### src/hw/rtl/bfa_pkg.sv
// ----------------------------------------------------------------------------
// bfa_pkg
// Shared types and constants of the buddy frame allocator: channel words,
// result codes, register indexes, datapath commands and controller states.
// ----------------------------------------------------------------------------
`default_nettype none

package bfa_pkg;

	// Configuration port geometry.
	localparam int unsigned PADDR_W           = 3;
	localparam int unsigned FRAME_BYTES_W     = 17;
	localparam logic [FRAME_BYTES_W-1:0] FRAME_BYTES_RESET = 17'd4096;

	// Request kinds.
	localparam logic KIND_ALLOC = 1'b0;
	localparam logic KIND_FREE  = 1'b1;

	// Result codes.
	typedef enum logic [2:0] {
		ST_ALLOCATED   = 3'd0,
		ST_FREED       = 3'd1,
		ST_NO_FREE     = 3'd2,
		ST_TOO_LARGE   = 3'd3,
		ST_BAD_ADDRESS = 3'd4
	} status_t;

	// Register indexes on the configuration port.
	typedef enum logic {
		REG_BASE_ADDRESS = 1'b0,
		REG_FRAME_BYTES  = 1'b1
	} reg_idx_t;

	// Request word.
	typedef struct packed {
		logic        kind;
		logic [15:0] frames_wanted;
		logic [31:0] free_address;
	} in_word_t;

	// Result word.
	typedef struct packed {
		logic [31:0] block_address;
		logic [9:0]  frame_index;
		logic [2:0]  status;
	} out_word_t;

	// Datapath operations issued by the controller.
	typedef enum logic [3:0] {
		DP_NOP,
		DP_CLEAR_STEP,
		DP_LOAD,
		DP_SCAN_STEP,
		DP_SPLIT_STEP,
		DP_MARK,
		DP_DIV_STEP,
		DP_PAGE_READ,
		DP_PAGE_TAKE,
		DP_BUDDY_READ,
		DP_MERGE,
		DP_FREE_WRITE,
		DP_RESULT
	} dp_op_t;

	typedef struct packed {
		dp_op_t  op;
		status_t code;
	} dp_cmd_t;

	typedef struct packed {
		logic kind;
		logic too_large;
		logic clear_done;
		logic scan_hit;
		logic scan_empty;
		logic split_done;
		logic div_last;
		logic div_bad;
		logic rd_used;
		logic merge_more;
		logic buddy_ok;
	} dp_status_t;

	// Controller states.
	typedef enum logic [3:0] {
		CS_CLEAR,
		CS_IDLE,
		CS_DISPATCH,
		CS_SCAN,
		CS_SPLIT,
		CS_MARK,
		CS_DIV,
		CS_DIV_CHECK,
		CS_PAGE_READ,
		CS_PAGE_CHECK,
		CS_MERGE_TEST,
		CS_MERGE_CHECK,
		CS_FREE_WRITE,
		CS_RESP
	} ctl_state_t;

endpackage

`default_nettype wire

### src/hw/rtl/bfa_regs.sv
// ----------------------------------------------------------------------------
// bfa_regs
// Configuration registers behind the APB-style port: region base address
// and frame size.
// ----------------------------------------------------------------------------
`default_nettype none

module bfa_regs
	import bfa_pkg::*;
(
	input  wire logic                     clk,
	input  wire logic                     arst_n,
	input  wire logic                     psel,
	input  wire logic                     penable,
	input  wire logic                     pwrite,
	input  wire logic [PADDR_W-1:0]       paddr,
	input  wire logic [31:0]              pwdata,
	output logic      [31:0]              prdata,
	output logic                          pready,
	output logic      [31:0]              base_address,
	output logic      [FRAME_BYTES_W-1:0] frame_bytes
);

	logic                     wr_en;
	reg_idx_t                 idx;
	logic [31:0]              base_q;
	logic [FRAME_BYTES_W-1:0] fbytes_q;

	assign pready = 1'b1;
	assign wr_en  = psel & penable & pwrite;
	assign idx    = reg_idx_t'(paddr[2]);

	// Register writes in the access phase.
	always_ff @(posedge clk or negedge arst_n) begin
		if (!arst_n) begin
			base_q   <= '0;
			fbytes_q <= FRAME_BYTES_RESET;
		end else if (wr_en) begin
			unique case (idx)
				REG_BASE_ADDRESS: base_q   <= pwdata;
				REG_FRAME_BYTES:  fbytes_q <= pwdata[FRAME_BYTES_W-1:0];
				default:          base_q   <= base_q;
			endcase
		end
	end

	// Read data.
	always_comb begin
		unique case (idx)
			REG_BASE_ADDRESS: prdata = base_q;
			REG_FRAME_BYTES:  prdata = 32'(fbytes_q);
			default:          prdata = '0;
		endcase
	end

	assign base_address = base_q;
	assign frame_bytes  = fbytes_q;

endmodule

`default_nettype wire

### config.mk
export PLATFORM = sky130hd
export DESIGN_NAME = bfa_regs
export DESIGN_NICKNAME = d
export VERILOG_FILES = /design/src/hw/rtl/bfa_pkg.sv /design/src/hw/rtl/bfa_regs.sv
export SDC_FILE = /design/constraint.sdc
export NUM_CORES = 1
export LEC_CHECK = 0
export ABC_AREA = 1
export BUFFER_PORTS_ARGS = -buffer_cell sky130_fd_sc_hd__buf_2
export CAP_MARGIN = 20
export CORE_MARGIN = 2
export CORE_UTILIZATION = 45
export DETAILED_ROUTE_END_ITERATION = 10
export PLACE_DENSITY = 0.78
export SLEW_MARGIN = 20
export SYNTH_ARGS = -nofsm -noshare
export SYNTH_HDL_FRONTEND = slang
export SYNTH_SLANG_ARGS = --single-unit
### constraint.sdc
create_clock -name clk -period 1.44 [get_ports clk]
set_input_delay 0.288 -clock clk [delete_from_list [all_inputs] [get_ports clk]]
set_output_delay 0.288 -clock clk [all_outputs]
set_load 0.005 [all_outputs]
==> out/results.ini <==
[placement]
dpl-instance-area_um2=2997
portBuffers=118
dp_slack_ns=0.1474
placed_cells=480
dp_hpwl_um=4097
gp_congestion=0.7369

[timing]
setup_ws_ns=0.08787
whs_ns=0.2199
max_freq_mhz=739.6
rsz0062_at_grt=false
hold_viol_final=0
fin_crit_ns=1.352
fin_skew_ns=0
setup_viol=0
slew_violations=0
setup-tns-final_ns=0
period_share_pct=93.90

[final_layout]
utilization_pct=64.21
drive_gt1_share_pct=33.02
layout_common_cells=nand2_1 (150), buf_2 (118), nand3_1 (49)
stdcell_count=488
n_antenna_cell=0
final_common_cell=nand2_1
areaGrowthSynthToFinish_pct=34.93
nets=461
final_cell_area_um2=3093

[cts]
cts_tree=built
cts_max_path_buffers=2
cts_max_level=2
insertion_delay_ns=0.29
cts.sinks=49
numCtsBuffers=5
cts-root-buf=clkbuf_8
cts.reportedPaths.clkPinSlew_ns=0.08

[logic_synthesis]
synth.area.top_cells=dfrtp_1 (52%), nand2_1 (25%), nand3_1 (11%)
yosysWarnings=0
ys_ff_latch=49
syn_inst=305
synth_top_area_cell=dfrtp_1
yosysSeqAreaShare_pct=53.55
synth_top_area_share_pct=52.40
syn_area_um2=2292
avgSynthCellArea_um2=7.515
ys_types=14
syn_nets=345

[floorplanning]
die-area_um2=5681
num_rows=25
coreArea_um2=4817
io_pins=122
die_y_um=75.37
initial_core_util_pct=47.58
die_w_um=75.37

[setup_path]
crit_top_cell=nand2_1
cp-start-kind=flip-flop
path_delay_family=flip-flops
crit_type=flip-flop to output pin
arrival_ns=1.06
cp.required_ns=1.15
crit_path_end_kind=output pin
cpMaxStageDelayCell=dfstp_2
crit_chain=nand2_1, nand2_1, buf_2
path_max_fanout=3
worst-path-buf-inv=1
max_stage_delay_ns=0.55

[pwr]
power_leakage_nw=1.916
vdd_drop_max_v=0.0006135
powerDensity_nw_per_um2=1166
p_total_mw=3.605

[flow_run]
max-cap-violations=0

[routing]
first_pass_iters=4
wirelength_um=5773
vias_per_cell=4.764
num_vias=2325
post-route-drc-count=0
wl_per_cell_um=11.83
ant_nets=0
drt_iter0_markers=148

[grt]
grt_pass1_vias=1982
antenna_found_initial=0
grt_util_all_layers_pct=20.88
grt_pass1_wl_um=9059
grt_overflow_total=0
grt_max_degree=33

[hold_path]
worstHoldPathType=input pin to flip-flop

[status]
status=finished clean

report_power, final:
part           internal, mW  leakage (nW)  switching, mW  total [mW]
clock network         0.381        0.0443          0.408       0.790
registers              1.64         0.614          0.205        1.84
logic                 0.478          1.26          0.495       0.973
total                  2.50          1.92           1.11        3.61
flip-flops by register name (all words and copies together), names as in the netlist:
register and count:
base_address 32, frame_bytes 17
final cells by class:
| class | instances | area (um^2) |
|---|---|---|
| Inverter | 17 | 63.81 |
| Tap cell | 67 | 83.83 |
| Clock buffer | 7 | 86.33 |
| Multi-Input combinational cell | 218 | 898.4 |
| Fill cell | 443 | 1724 |
| Sequential cell | 49 | 1227 |
| Timing Repair Buffer | 130 | 733.2 |
synth_stat cells:
| cell | n |
|---|---|
| inv_2 | 1 |
| nand2_1 | 150 |
| buf_4 | 4 |
| nor2_2 | 1 |
| dfstp_2 | 1 |
| nand3_1 | 49 |
| buf_2 | 11 |
| nor2_1 | 15 |
| inv_1 | 16 |
| conb_1 | 1 |
| nand4_2 | 1 |
| nand4_1 | 1 |
| dfrtp_1 | 48 |
| clkbuf_1 | 6 |
what timing repair did:
action / CTS / global route
hold endpoints to repair: 10 / 0
hold buffers: 1 / 0
resized for setup: 0 / 0
setup buffers: 0 / 0
path summary, 6_finish.rpt:
check,start,endpoint,slack (ns),depth (start not counted)
setup / recovery,frame_bytes[12],prdata[12],0.09,3
hold / removal,pwdata[27],base_address[27],0.22,3
setup reg to reg,frame_bytes[12],frame_bytes[12],0.72,2
hold reg to reg,frame_bytes[12],frame_bytes[12],0.48,2
max in group asynchronous,arst_n,base_address[20],0.55,3
min in group asynchronous,arst_n,base_address[9],0.41,2
cells by family (layout without fill, tap and decap cells):
family                 Yosys count  count (layout)  synth area share, %
buffers and inverters           38             154                7.478
other                            1               1               0.1636
DFF                             49              49                53.55
and+or+nand+nor                217             217                38.81
worst min-delay path: stages:
cell and delay (ns):
buf_2 0.07, nand3_1 0.07, nand2_1 0.06
routing by layer:
layer  routed length (um)  up-vias  GRT usage [%]
li1                     -     1169              -
met1                 2352     1066          26.61
met2                 2949       80          35.36
met3                  348       10          3.836
met4                  122        0          8.382
met5                    0        -              0
Power figures use the tool's default switching activity.
