$ cat src/hw/rtl/bfa_pkg.sv
// ----------------------------------------------------------------------------
// bfa_pkg
// Shared types and constants of the buddy frame allocator: channel words,
// result codes, register indexes, datapath commands and controller states.
// ----------------------------------------------------------------------------
`default_nettype none

package bfa_pkg;

	// Configuration port geometry.
	localparam int unsigned PADDR_W           = 3;
	localparam int unsigned FRAME_BYTES_W     = 17;
	localparam logic [FRAME_BYTES_W-1:0] FRAME_BYTES_RESET = 17'd4096;

	// Request kinds.
	localparam logic KIND_ALLOC = 1'b0;
	localparam logic KIND_FREE  = 1'b1;

	// Result codes.
	typedef enum logic [2:0] {
		ST_ALLOCATED   = 3'd0,
		ST_FREED       = 3'd1,
		ST_NO_FREE     = 3'd2,
		ST_TOO_LARGE   = 3'd3,
		ST_BAD_ADDRESS = 3'd4
	} status_t;

	// Register indexes on the configuration port.
	typedef enum logic {
		REG_BASE_ADDRESS = 1'b0,
		REG_FRAME_BYTES  = 1'b1
	} reg_idx_t;

	// Request word.
	typedef struct packed {
		logic        kind;
		logic [15:0] frames_wanted;
		logic [31:0] free_address;
	} in_word_t;

	// Result word.
	typedef struct packed {
		logic [31:0] block_address;
		logic [9:0]  frame_index;
		logic [2:0]  status;
	} out_word_t;

	// Datapath operations issued by the controller.
	typedef enum logic [3:0] {
		DP_NOP,
		DP_CLEAR_STEP,
		DP_LOAD,
		DP_SCAN_STEP,
		DP_SPLIT_STEP,
		DP_MARK,
		DP_DIV_STEP,
		DP_PAGE_READ,
		DP_PAGE_TAKE,
		DP_BUDDY_READ,
		DP_MERGE,
		DP_FREE_WRITE,
		DP_RESULT
	} dp_op_t;

	typedef struct packed {
		dp_op_t  op;
		status_t code;
	} dp_cmd_t;

	typedef struct packed {
		logic kind;
		logic too_large;
		logic clear_done;
		logic scan_hit;
		logic scan_empty;
		logic split_done;
		logic div_last;
		logic div_bad;
		logic rd_used;
		logic merge_more;
		logic buddy_ok;
	} dp_status_t;

	// Controller states.
	typedef enum logic [3:0] {
		CS_CLEAR,
		CS_IDLE,
		CS_DISPATCH,
		CS_SCAN,
		CS_SPLIT,
		CS_MARK,
		CS_DIV,
		CS_DIV_CHECK,
		CS_PAGE_READ,
		CS_PAGE_CHECK,
		CS_MERGE_TEST,
		CS_MERGE_CHECK,
		CS_FREE_WRITE,
		CS_RESP
	} ctl_state_t;

endpackage

`default_nettype wire

$ cat src/hw/rtl/bfa_ctrl.sv
// ----------------------------------------------------------------------------
// bfa_ctrl
// Controller of the allocator: sequences the table clear, the allocate scan
// and split, the free address check and merge, and the result handshake.
// ----------------------------------------------------------------------------
`default_nettype none

module bfa_ctrl
	import bfa_pkg::*;
(
	input  wire logic       clk,
	input  wire logic       arst_n,
	input  wire logic       req_valid,
	output logic            req_ready,
	output logic            rsp_valid,
	input  wire logic       rsp_ready,
	output dp_cmd_t         cmd,
	input  wire dp_status_t stat
);

	ctl_state_t state_q, state_d;
	status_t    code_q, code_d;
	logic       rsp_valid_q;

	// State, result code and result valid registers.
	always_ff @(posedge clk or negedge arst_n) begin
		if (!arst_n) begin
			state_q     <= CS_CLEAR;
			code_q      <= ST_ALLOCATED;
			rsp_valid_q <= 1'b0;
		end else begin
			state_q <= state_d;
			code_q  <= code_d;
			if (cmd.op == DP_RESULT) begin
				rsp_valid_q <= 1'b1;
			end else if (rsp_ready) begin
				rsp_valid_q <= 1'b0;
			end
		end
	end

	assign rsp_valid = rsp_valid_q;

	// Next state and datapath commands.
	always_comb begin
		state_d   = state_q;
		code_d    = code_q;
		cmd.op    = DP_NOP;
		cmd.code  = code_q;
		req_ready = 1'b0;
		unique case (state_q)
			CS_CLEAR: begin
				cmd.op = DP_CLEAR_STEP;
				if (stat.clear_done) begin
					state_d = CS_IDLE;
				end
			end
			CS_IDLE: begin
				req_ready = 1'b1;
				if (req_valid) begin
					cmd.op  = DP_LOAD;
					state_d = CS_DISPATCH;
				end
			end
			CS_DISPATCH: begin
				if (stat.kind == KIND_FREE) begin
					state_d = CS_DIV;
				end else if (stat.too_large) begin
					code_d  = ST_TOO_LARGE;
					state_d = CS_RESP;
				end else begin
					state_d = CS_SCAN;
				end
			end
			CS_SCAN: begin
				cmd.op = DP_SCAN_STEP;
				if (stat.scan_hit) begin
					state_d = CS_SPLIT;
				end else if (stat.scan_empty) begin
					code_d  = ST_NO_FREE;
					state_d = CS_RESP;
				end
			end
			CS_SPLIT: begin
				if (stat.split_done) begin
					state_d = CS_MARK;
				end else begin
					cmd.op = DP_SPLIT_STEP;
				end
			end
			CS_MARK: begin
				cmd.op  = DP_MARK;
				code_d  = ST_ALLOCATED;
				state_d = CS_RESP;
			end
			CS_DIV: begin
				cmd.op = DP_DIV_STEP;
				if (stat.div_last) begin
					state_d = CS_DIV_CHECK;
				end
			end
			CS_DIV_CHECK: begin
				if (stat.div_bad) begin
					code_d  = ST_BAD_ADDRESS;
					state_d = CS_RESP;
				end else begin
					state_d = CS_PAGE_READ;
				end
			end
			CS_PAGE_READ: begin
				cmd.op  = DP_PAGE_READ;
				state_d = CS_PAGE_CHECK;
			end
			CS_PAGE_CHECK: begin
				if (!stat.rd_used) begin
					code_d  = ST_BAD_ADDRESS;
					state_d = CS_RESP;
				end else begin
					cmd.op  = DP_PAGE_TAKE;
					state_d = CS_MERGE_TEST;
				end
			end
			CS_MERGE_TEST: begin
				if (stat.merge_more) begin
					cmd.op  = DP_BUDDY_READ;
					state_d = CS_MERGE_CHECK;
				end else begin
					state_d = CS_FREE_WRITE;
				end
			end
			CS_MERGE_CHECK: begin
				if (stat.buddy_ok) begin
					cmd.op  = DP_MERGE;
					state_d = CS_MERGE_TEST;
				end else begin
					state_d = CS_FREE_WRITE;
				end
			end
			CS_FREE_WRITE: begin
				cmd.op  = DP_FREE_WRITE;
				code_d  = ST_FREED;
				state_d = CS_RESP;
			end
			CS_RESP: begin
				if (!rsp_valid_q || rsp_ready) begin
					cmd.op  = DP_RESULT;
					state_d = CS_IDLE;
				end
			end
			default: begin
				state_d = CS_CLEAR;
			end
		endcase
	end

endmodule

`default_nettype wire

$ cat config.mk
export PLATFORM = sky130hd
export DESIGN_NAME = bfa_ctrl
export DESIGN_NICKNAME = d
export VERILOG_FILES = /design/src/hw/rtl/bfa_pkg.sv /design/src/hw/rtl/bfa_ctrl.sv
export SDC_FILE = /design/constraint.sdc
export NUM_CORES = 1
export LEC_CHECK = 0
export BUFFER_PORTS_ARGS = -buffer_cell sky130_fd_sc_hd__buf_4
export CAP_MARGIN = 20
export CORE_MARGIN = 2
export CORE_UTILIZATION = 45
export CTS_CLUSTER_DIAMETER = 200
export DETAILED_ROUTE_END_ITERATION = 10
export PLACE_DENSITY = 0.72
export SYNTH_ARGS = -nofsm -noshare
export SYNTH_HDL_FRONTEND = slang
export SYNTH_SLANG_ARGS = --single-unit
$ cat constraint.sdc
create_clock -name clk -period 1.7 [get_ports clk]
set_input_delay 0.085 -clock clk [delete_from_list [all_inputs] [get_ports clk]]
set_output_delay 0.085 -clock clk [all_outputs]
set_load 0.005 [all_outputs]
==> results <==
- For this design the top-level I/O count stands at 24.
- The flow ran to the end, but the final reports show violations.
- The buffer cell driving the clock tree root is sky130_fd_sc_hd__clkbuf_4.
- Using the TritonRoute via totals, the vias-per-cell ratio works out to 6.218.
- In the global route stage, overall resource usage came out at 25.05%.
- The clock net sink count is 8.
- The reg-to-reg critical path endpoint is state_q[2].
- The yosys synthesis warning count is 0.
- The final hold violation count is 0.
- The length in cells of the worst reg-to-reg path is 5.
- The number of flops mapped to enable cells by yosys is 0.
- The pre-antenna-repair detailed-routing pass consisted of 4 iterations.
- The clock passes through at most 2 buffers.
- The number of distinct standard cells referenced by the synthesized netlist is 49.
- The total negative slack for setup checks is -178.7 ps.
- The area growth from synthesis to layout is 50.80%.
- The required arrival time at the worst endpoint is 1830 ps.
- The number of remaining DRC errors is 0.
- When the netlist entered floorplanning its net count stood at 136.
- For the finished layout, the period the worst path requires is 1778 ps.
- VDD sags by at most 1.340 mV.
- Across all setup checks in the final design, the least slack found is -77.87 ps.
- The floorplan step defined a die boundary enclosing 2467 µm².
- The worst register-to-register path begins at state_q[0].
- The number of antenna diodes in the final layout is 0.
- The final count of pins violating max slew is 0.
- For this block, the initial DRC count from the detailed router was 50.
- In this run the static leakage power is 0.0006140 µW.
- Setup repair after global routing could not meet its margin everywhere.
- The final reports fail on setup timing.
- Data arrives at the worst endpoint at 1910 ps.
- The floorplan core area is 1962 µm².
- The H-tree depth reported by CTS is 1.
- Along the worst path, the maximum fanout reaches 7.
- The routed design uses 234 µm of met3 wire.
- The area occupied by multi-input gates is 711.9 µm².
- The starting density of the core is 47.83%.
- The post-placement cell area is 1219 µm².
- For this block, the routed nets add up to 3093 µm of wire.
- The total number of placement rows is 16.
- The final weighted congestion of routability-driven global placement is 0.9014.
- The antenna violation net count after detailed routing is 0.
- The clock reaches the later pin of the worst-skew pair after 260 ps.
- The count of fill cells added during filler insertion is 143.
- The final count of negative-setup-slack endpoints is 5.
- After layout, the worst path uses 104.6% of the clock period.
- Max-cap violations in this run came to 0.
- Prior to clock tree synthesis, the placed netlist has a worst setup slack of -126.7 ps.
- The aggregate global routing overflow is 0.
- The via count of the first global-routing pass came to 987.
- Summing all non-filler instances in the final layout gives an area of 1415 µm².
- In the final design database the tool counted 178 nets.
- For the pin with the worst max-slew slack, the measured transition is 282.6 ps.
- The number of port buffers is 23.
- The detailed route wirelength on metal2 is 1561 µm.
- Across all register-to-register paths, the minimum setup slack is -80 ps.
- The proportion of layout cells with a drive suffix above 1 is 43.48%.
- In this run the tightest slew margin relative to its limit is 81.16%.
- The die height is 49.67 µm.
- The mean cell area of the mapped netlist is 7.755 µm².
- By area the synthesized netlist is led by sky130_fd_sc_hd__dfrtp_1 21%, sky130_fd_sc_hd__o21ai_0 5.9%, sky130_fd_sc_hd__nor2b_1 4.7%.
- sky130_fd_sc_hd__dfrtp_1 takes more of the synthesized area than any other cell.
- The maximum clock frequency is 0.5625 GHz.
- The initial antenna violation count came to 0.
- Summed over its instances, the top area cell type makes up 21.33% of the synthesized netlist area.
- The type of element launching the critical path is a flop.
- Dividing the detail-routed wire length by the instance count gives 16.45 µm.
- Entering global routing, the biggest net connects 25 pins.
- TritonCTS built the clock tree.
- Registers take 205.2 µm².
- In the synthesized netlist, the number of instances is 121.
- The number of buffers inserted during clock tree synthesis is 3.
- The critical path is of the flop to flop type.
- Summing over every cut layer, the via total after detailed routing is 1169.
- In this run the worst hold path is classified as input pin to asynchronous set/reset pin.
- The cell area after synthesis is 938.4 µm².
- Detailed placement finished with a half-perimeter wire length of 2054 µm.
- Clock-pin slew was measured on the worst setup and hold paths at 60 ps.
- The launching element of the worst setup path is state_q[0].
- Synthesis inferred 8 register bits.
- In the post-synthesis netlist, the cell with the most instances is sky130_fd_sc_hd__o21ai_0.
- The detailed router used layers up to and including met4.
- The share of the Yosys chip area taken by registers is 21.33%.
- The first global-routing pass estimated 4774 µm of wire.
- The sort of element at the end of the critical path is a flop.
- In the final routing, the length of wire on met1 measures 1266 µm.
- Sorting the synthesized cells by how often they occur yields 11 x sky130_fd_sc_hd__o21ai_0, 9 x sky130_fd_sc_hd__nand2_1, 8 x sky130_fd_sc_hd__dfrtp_1.
- Among all flip-flop cells after synthesis, the most frequent one is sky130_fd_sc_hd__dfrtp_1.
- The die is 49.67 µm wide.
- The clock tree skew after final layout is 10.89 ps.
- For this run, asynchronously set or reset flops after synthesis account for 100.0%.
- For this design the ratio of total power to cell area is 1899 nW/µm².
## critical path: stages, from the launching register on
cell and delay [ps]:
sky130_fd_sc_hd__dfrtp_2 450, sky130_fd_sc_hd__buf_4 140, sky130_fd_sc_hd__nand2b_1 70, sky130_fd_sc_hd__or3_4 420
sky130_fd_sc_hd__nand4_1 210, sky130_fd_sc_hd__mux2_2 370
## state kept, by name, indices dropped and copies added, names as in the netlist
signal,count
code_q,3
state_q,4
rsp_valid,1
## how the worst max path moves through the flow
stage / to / depth (start not counted)
detailed placement: state_q[0] / 5
floorplan: code_q[0] / 5
finish: state_q[2] / 5
CTS: cmd[6] / 6
global route: state_q[2] / 5
global placement: state_q[0] / 5
## cell families (layout without fill, tap and decap cells)
family,Yosys count,after routing,synth area share (%)
compound gates,35,35,27.87
simple gates,56,56,36.27
mux,5,5,5.866
flops,8,8,21.33
buf+inv,17,57,8.666
## cells in the final DEF, fill, tap and decap left out, types with 2 or more instances in the layout
cell	instances
sky130_fd_sc_hd__buf_4	41
sky130_fd_sc_hd__nand2_1	9
sky130_fd_sc_hd__o21ai_0	9
sky130_fd_sc_hd__nor2_1	7
sky130_fd_sc_hd__nor2b_1	6
sky130_fd_sc_hd__nand2b_1	5
sky130_fd_sc_hd__inv_1	5
sky130_fd_sc_hd__o211ai_1	4
sky130_fd_sc_hd__and3_1	4
sky130_fd_sc_hd__dfrtp_1	4
sky130_fd_sc_hd__dfrtp_2	4
sky130_fd_sc_hd__nand3b_1	3
sky130_fd_sc_hd__nor3b_1	3
sky130_fd_sc_hd__clkbuf_4	3
sky130_fd_sc_hd__buf_6	3
sky130_fd_sc_hd__nor3_1	2
sky130_fd_sc_hd__o22ai_1	2
sky130_fd_sc_hd__a2bb2oi_1	2
sky130_fd_sc_hd__nand4_1	2
sky130_fd_sc_hd__o21ai_1	2
sky130_fd_sc_hd__nand4b_1	2
sky130_fd_sc_hd__mux2_2	2
sky130_fd_sc_hd__mux2_1	2
## power by group
part	internal, µW	switching (µW)
sequential	285	128
clock	80.7	63.6
combinational	1200	932
## per-stage QoR
| step | power (µW) | hold WS, ps | util (%) | std cells |
|---|---|---|---|---|
| after floorplan | 1449 | -210.6 | - | 121 |
| after global placement | 2054 | -94.28 | 62.12 | 176 |
| after detailed placement | 2095 | -91.42 | 62.12 | 176 |
| after CTS | 2520 | 173.5 | 69.07 | 185 |
| after global routing | 2860 | 185.2 | 72.13 | 188 |
| final | 2687 | 181.6 | 72.13 | 188 |
## per-layer routing
layer | track usage [%] | up-vias
met1 | 32.96 | 565
met5 | 0 | -
li1 | - | 532
met2 | 41.11 | 68
met3 | 5.758 | 4
met4 | 6.481 | 0
## final cells by class
class	count	area share, %
Sequential cell	8	14.50
Timing Repair Buffer	48	29.62
Tap cell	27	2.387
Inverter	6	1.592
Clock buffer	3	1.592
Multi-Input combinational cell	96	50.31
## what timing repair did
action | 4_1_cts | 5_1_grt
setup endpoints to repair | 9 | 9
hold endpoints to repair | 8 | 0
setup buffers | 4 | 3
resized for setup | 15 | 8
pin swaps | 4 | 3
cloned | 1 | 0
hold buffers | 1 | 0
(Power assumes the default switching activity.)
